[config.mk]
export PLATFORM = sky130hd
export DESIGN_NAME = gfc_ctrl
export DESIGN_NICKNAME = d
export VERILOG_FILES = /design/src/rtl/gfc_pkg.sv /design/src/rtl/gfc_ctrl.sv
export SDC_FILE = /design/constraint.sdc
export NUM_CORES = 1
export LEC_CHECK = 0
export BUFFER_PORTS_ARGS = -buffer_cell sky130_fd_sc_hd__buf_2
export CORE_AREA = 3 3 40 42
export DETAILED_ROUTE_END_ITERATION = 16
export DIE_AREA = 0 0 43 45
export REMOVE_ABC_BUFFERS = 1
export SETUP_SLACK_MARGIN = 0.4
export SLEW_MARGIN = 5
export SYNTH_ARGS = -nofsm -noshare
export SYNTH_HDL_FRONTEND = slang
export SYNTH_SLANG_ARGS = --single-unit
[constraint.sdc]
create_clock -name clk -period 1.4 [get_ports clk]
set_input_delay 0.07 -clock clk [delete_from_list [all_inputs] [get_ports clk]]
set_output_delay 0.07 -clock clk [all_outputs]
set_load 0.005 [all_outputs]
[src/rtl/gfc_pkg.sv]
// shared types and constants for the gif frame compositor
package gfc_pkg;

  typedef enum logic [1:0] {
    FUNC_PALETTE = 2'd0,
    FUNC_FRAME   = 2'd1,
    FUNC_PIXEL   = 2'd2,
    FUNC_READ    = 2'd3
  } func_t;

  localparam logic [0:0] CFG_WIDTH  = 1'b0;
  localparam logic [0:0] CFG_HEIGHT = 1'b1;
  localparam logic [2:0] DISPOSE_RESTORE_BG = 3'd2;
  localparam logic [7:0] ALPHA_OPAQUE = 8'hFF;

  typedef struct packed {
    logic [15:0] left;
    logic [15:0] top;
    logic [15:0] width;
    logic [15:0] height;
  } rect_t;

  typedef struct packed {
    logic [1:0]  func;
    logic [15:0] pos_x;
    logic [15:0] pos_y;
    logic [15:0] size_w;
    logic [15:0] size_h;
    logic [7:0]  color_index;
    logic [23:0] color_rgb;
    logic        transparent_on;
    logic [7:0]  transparent_index;
    logic [2:0]  disposal;
    logic        first_frame;
  } item_t;

  typedef enum logic [1:0] {
    ST_IDLE,
    ST_CLEAR,
    ST_READ
  } state_t;

  // controller to datapath
  typedef struct packed {
    logic accept;
    logic clear_start;
    logic clear_step;
    logic read_issue;
    logic out_load;
  } ctrl_cmd_t;

  // datapath to controller
  typedef struct packed {
    logic need_clear;
    logic clear_last;
    logic wr_busy;
  } ctrl_sts_t;

endpackage

[src/rtl/gfc_ctrl.sv]
// controller state machine for the compositor
module gfc_ctrl import gfc_pkg::*; (
  input  logic      clk,
  input  logic      rst_n,
  input  logic      in_valid,
  input  logic [1:0] in_func,
  input  logic      out_ready,
  input  ctrl_sts_t sts,
  output logic      in_ready,
  output logic      out_valid,
  output ctrl_cmd_t cmd
);
  state_t state_r, state_nxt;
  logic   acc;
  logic   read_hold;
  logic   out_valid_r, out_valid_nxt;

  // a read waits behind a pending pixel write and a result not yet taken
  assign read_hold = (in_func == FUNC_READ) && (sts.wr_busy || out_valid_r);
  assign acc = in_valid && in_ready;

  always_comb begin
    state_nxt = state_r;
    case (state_r)
      ST_IDLE: begin
        if (acc && in_func == FUNC_FRAME && sts.need_clear) begin
          state_nxt = ST_CLEAR;
        end else if (acc && in_func == FUNC_READ) begin
          state_nxt = ST_READ;
        end
      end
      ST_CLEAR: if (sts.clear_last) state_nxt = ST_IDLE;
      ST_READ:  state_nxt = ST_IDLE;
      default:  state_nxt = ST_IDLE;
    endcase
  end

  always_comb begin
    in_ready        = (state_r == ST_IDLE) && !read_hold;
    out_valid       = out_valid_r;
    cmd             = '0;
    cmd.accept      = acc;
    cmd.clear_start = acc && in_func == FUNC_FRAME && sts.need_clear;
    cmd.clear_step  = (state_r == ST_CLEAR);
    cmd.read_issue  = acc && in_func == FUNC_READ;
    cmd.out_load    = (state_r == ST_READ);
  end

  always_comb begin
    out_valid_nxt = out_valid_r;
    if (out_valid_r && out_ready) out_valid_nxt = 1'b0;
    if (state_r == ST_READ) out_valid_nxt = 1'b1;
  end

  always_ff @(posedge clk) begin
    if (!rst_n) begin
      state_r     <= ST_IDLE;
      out_valid_r <= 1'b0;
    end else begin
      state_r     <= state_nxt;
      out_valid_r <= out_valid_nxt;
    end
  end

`ifndef SYNTHESIS
  a_no_accept_busy: assert property (@(posedge clk) disable iff (!rst_n)
    state_r != ST_IDLE |-> !cmd.accept) else $error("accept while busy");
  a_read_to_out: assert property (@(posedge clk) disable iff (!rst_n)
    state_r == ST_READ |=> out_valid_r && state_r == ST_IDLE)
    else $error("read did not present");
  a_out_hold: assert property (@(posedge clk) disable iff (!rst_n)
    out_valid_r && !out_ready |=> out_valid_r) else $error("result lost");
  a_read_slot_free: assert property (@(posedge clk) disable iff (!rst_n)
    state_r == ST_READ |-> !out_valid_r) else $error("result overwritten");
`endif
endmodule

==> results of run 1 <==
==> cell usage after synthesis <==
library cell,n
nand2b_1,1
nor4_2,1
dfxtp_1,3
nor3_1,1
nor2b_1,3
nand2_1,1
nor2b_2,1
buf_4,2
and2_1,1
o211a_1,1
o21a_1,2
and4_1,2
nor3_2,1
==> cells in the final DEF (no fill, tap or decap), drive strengths merged <==
| cell | Yosys | final |
|---|---|---|
| and2 | 1 | 1 |
| nand2b | 1 | 1 |
| and4 | 2 | 2 |
| nor2b | 4 | 4 |
| nand2 | 1 | 1 |
| o21a | 2 | 2 |
| dfxtp | 3 | 3 |
| nor4 | 1 | 1 |
| nor3 | 2 | 2 |
| clkbuf | 0 | 4 |
| o211a | 1 | 1 |
| buf | 2 | 17 |
==> worst reg2reg max path, stage by stage (launching register included) <==
cell and delay [ns]:
dfxtp_2 0.31, o211a_1 0.23, nor3_4 0.18, buf_4 0.15, buf_6 0.08, and4_1 0.16
==> what timing repair did <==
action / 4_1_cts / 5_1_grt
gates resized for setup: 0 / 10
buffers inserted: 0 / 2
endpoints found under the setup margin: 6 / 8
pin swaps: 2 / 6
==> registers in the layout (all words and copies together) (netlist names) <==
name / cells
out_valid: 1
state_r: 2
==> worst paths after layout <==
check / slack, ns / depth (start not counted) / end
max: 0.09 / 4 / cmd[1]
min: 0.08 / 2 / out_valid
max reg2reg: 0.23 / 5 / state_r[1]
min reg2reg: 0.57 / 2 / out_valid
==> report_power, final <==
part	switching, uW	leakage, uW	total (uW)	internal (uW)
clock network	44.3	0.0000150	151	107
logic	19.1	0.000132	52.1	33.0
registers	3.38	0.0000263	88.8	85.5
total	66.8	0.000173	292	225
==> stage by stage <==
stage	cell area, um^2	hold slack (ns)	cells	util, %	total power [uW]
2_1_floorplan	174	0.187	18	-	107
3_3_place_gp	268	0.314	48	20.8	130
3_5_place_dp	268	0.325	48	20.8	131
4_1_cts	294	0.0755	52	22.9	291
5_1_grt	342	0.0819	54	26.6	313
6_report	342	0.0773	54	26.6	292
==> per-layer routing <==
layer	part of all wire (%)	vias up	GRT usage, %
li1	-	109	-
met5	0	-	0
met3	15	0	4.38
met4	0	0	3.61
met1	37	97	6.01
met2	48	12	7.19
==> layout make-up <==
cell class	count	area, um^2	share of cell area, %
tap	15	18.8	5.49
clock buffer	4	26.3	7.69
timing repair buffer	17	100	29.3
sequential	3	68.8	20.1
multi-input combinational	15	128	37.4
==> logic make-up (layout without fill, tap and decap cells) <==
family                 after synthesis  after routing  synth area share, %
buffers and inverters                2             21                 7.94
AOI/OAI and AO/OA                    3              3                 13.2
DFF                                  3              3                 31.8
and+or+nand+nor                     12             12                 47.0
==> flow_summary.toml, run 1 <==
[outcome]
status = "finished clean"

[layout]
drive_above_1_share_pct = 69.2
syn_to_final_growth_pct = 80.8
nets = 49
nFillCells = 148
diodes = 0

[critical_path]
crit_arrival_ns = 1.24
r2r_start = "out_valid"
cp.buffers_inverters = 1
slowest_delay_ns = 0.31
required_ns = 1.33
crit_family = "simple AND/OR/NAND/NOR gates"
crit_chain = "o211a_1, nor3_4, and4_1, buf_2"
critPathLaunchType = "flop"
crit_slowest_cell = "dfxtp_2"
criticalPathCategory = "flop to primary output"
end_kind = "primary output"
crit_fanout = 3
crit_start = "out_valid"

[place]
place_congestion = 0.566
dp_hpwl_um = 391
pre_cts_ws_ns = 0.324
port_buffers = 15

[synthesis]
yosysTopAreaCell = "dfxtp_1"
ys_types = 13
yosys_warnings = 0
synth_seq_area_share_pct = 31.8
syn_inst = 20
avgSynthCellArea_um2 = 9.45
synth_top_cell_area_share_pct = 31.8
synthTopCellsByArea = "dfxtp_1, nor2b_1, and4_1"
synth-seq-cells = 3
syn_area_um2 = 189

[global_route]
grt_overflow = 0
grt_pass1_vias = 177
grtUsageTotal_pct = 5.49
antenna_found_initial = 0
grt_first_pass_wirelength_um = 745
grt_max_degree = 6

[clock_tree]
hold_buffers = 0
clk_pin_slew_ns = 0.04
h-tree-depth = 1
clkSinkCount = 3
clockBufferDepth = 2
clk_latency_ns = 0.23
cts_root_buffer = "clkbuf_4"
cts_tree = "yes"
cts_buffers = 3

[sta]
slew_viol_final = 0
period_share_pct = 93.5
fin_skew_ns = 0.00514
worst_slack_ns = 0.0904
tightest_slew_ns = 0.237
slew-limit-headroom_pct = 84.1
rsz0062_at_grt = "yes"
setup_tns_ns = 0
setup_viol = 0
fin_crit_ns = 1.31
max_freq_mhz = 764
hold_violations = 0

[power_and_ir_drop]
total_leakage_power_uw = 0.000173
power_density_nw_per_um2 = 855
vdd_ir_drop_max_v = 0.000308

[drt]
via_count = 218
via_per_inst = 4.04
drt-pass1-iter-count = 1
post_drt_wl_per_cell_um = 9.50
drc_errors = 0
drt_iter0_drc = 0
drt-total-wl_um = 513
ant_nets = 0

[floorplanning]
fp.dieH_um = 45
die_w_um = 43
io_pins = 16
start_util_pct = 14.7
die_area_um2 = 1940
core_area_um2 = 1280
num_rows = 13

[worst_hold_path]
hp-class = "primary input to flop"
worstHoldStart = "rst_n"

[flow_run]
cap_viol_max_count = 0
Note: power is estimated with default switching activity, not from simulation.
==> run 2: changes to the inputs <==
Settings changed: CTS_BUF_LIST set to sky130_fd_sc_hd__clkbuf_8, RECOVER_POWER set to 50, SETUP_SLACK_MARGIN 0.4 to 0.05.
==> run 2 against run 1 <==
Net effect: worst setup slack improved by 0.017 ns; non-clock buffer count decreased by 1; hold slack improved by 0.021 ns; sequential cell count unchanged; power increased by 30%; core utilization decreased by 1.3 points; clock power increased by 62%; combinational power decreased by 17%; cell area decreased by 4.8%.
==> flow_summary.toml, run 2 (synthesized netlist as in run 1, its figures left out) <==
[outcome]
status = "finished clean"

[drt]
drt_iter0_drc = 0
drc_errors = 0
drt-total-wl_um = 526
ant_nets = 0
via_per_inst = 3.91
via_count = 207
drt-pass1-iter-count = 1
post_drt_wl_per_cell_um = 9.92

[layout]
syn_to_final_growth_pct = 72.2
most-common-layout-cells = "buf_2, nor2b_1, clkbuf_8"
layout_commonest_cell = "buf_2"
drive_above_1_share_pct = 55.3
nFillCells = 153
nets = 48
largest_reg_flops = 2
diodes = 0
largest_register = "state_r"
fin_area_um2 = 325

[floorplanning]
core_area_um2 = 1280
io_pins = 16
start_util_pct = 14.7
num_rows = 13
die_area_um2 = 1940
die_w_um = 43
fp.dieH_um = 45

[worst_hold_path]
hp-class = "primary input to flop"
hold_depth = 2
worstHoldStart = "rst_n"

[sta]
hold_violations = 0
fin_crit_ns = 1.29
whs_ns = 0.0981
slew-limit-headroom_pct = 84.1
setup_tns_ns = 0
rsz0062_at_grt = "yes"
tightest_slew_ns = 0.236
period_share_pct = 92.3
max_freq_mhz = 774
slew_viol_final = 0
fin_skew_ns = 0.00139
setup_viol = 0

[place]
place_congestion = 0.566
placed_area_um2 = 268
port_buffers = 15
dp_hpwl_um = 391

[clock_tree]
clk_pin_slew_ns = 0.03
cts_buffers = 3
cts_root_buffer = "clkbuf_8"
clk_latency_ns = 0.22
h-tree-depth = 1
cts_tree = "yes"
clockBufferDepth = 2
clkSinkCount = 3

[critical_path]
crit_start = "out_valid"
reg2reg_depth = 4
r2r_start = "out_valid"
crit_fanout = 3
r2r_slack_ns = 0.30
criticalPathCategory = "flop to primary output"
required_ns = 1.33
crit_arrival_ns = 1.22
critPathLaunchType = "flop"
end_kind = "primary output"

[global_route]
grt_max_degree = 6
grt_pass1_vias = 174
grt_overflow = 0
grtUsageTotal_pct = 5.82
grt_first_pass_wirelength_um = 738
antenna_found_initial = 0

[power_and_ir_drop]
total_leakage_power_uw = 0.000165
power_density_nw_per_um2 = 1170
vdd_ir_drop_max_v = 0.000460
p_total_uw = 379

[flow_run]
cap_viol_max_count = 0
## run 2: worst paths after layout
kind,to
max,cmd[1]
min,out_valid
max reg2reg,state_r[1]
min reg2reg,out_valid
## run 2: power by group
| part | internal (uW) | total [uW] | switching (uW) |
|---|---|---|---|
| registers | 88.3 | 91.4 | 3.02 |
| clock network | 187 | 245 | 58.0 |
| logic | 25.3 | 43.1 | 17.8 |
## run 2: worst max-delay path, cell delays in order (launching register included)
cell and delay (ns):
dfxtp_2 0.31, o211a_1 0.23, nor3_4 0.18, and4_1 0.18, buf_2 0.10
## run 2: repair_timing
item	4_1_cts	5_1_grt
buffers inserted	0	1
resized for setup	0	2
endpoints found under the setup margin	0	1
hold buffers	0	0
endpoints found under the hold margin	0	0
## run 2: through the flow
| stage | cells | setup slack, ns | util [%] |
|---|---|---|---|
| after floorplan | 18 | 0.397 | - |
| after global placement | 48 | 0.347 | 20.8 |
| after detailed placement | 48 | 0.324 | 20.8 |
| after CTS | 52 | 0.0923 | 24.3 |
| after global routing | 53 | 0.0285 | 25.3 |
| final | 53 | 0.107 | 25.3 |
## run 2: per-layer routing
| metal | up-vias | track usage (%) | wire length [um] |
|---|---|---|---|
| met4 | 0 | 5.42 | 0 |
| met3 | 0 | 5.58 | 71 |
| li1 | 106 | - | - |
| met5 | - | 0 | 0 |
| met1 | 91 | 5.29 | 215 |
| met2 | 10 | 7.49 | 239 |
## run 2: final cells by class
cell class | count | area, um^2 | area share (%)
clock buffers | 3 | 41.3 | 12.7
clock inverters | 1 | 3.75 | 1.15
multi-input cells | 15 | 120 | 36.9
flip-flops and latches | 3 | 61.3 | 18.8
well taps | 15 | 18.8 | 5.77
repair buffers | 16 | 80.1 | 24.6
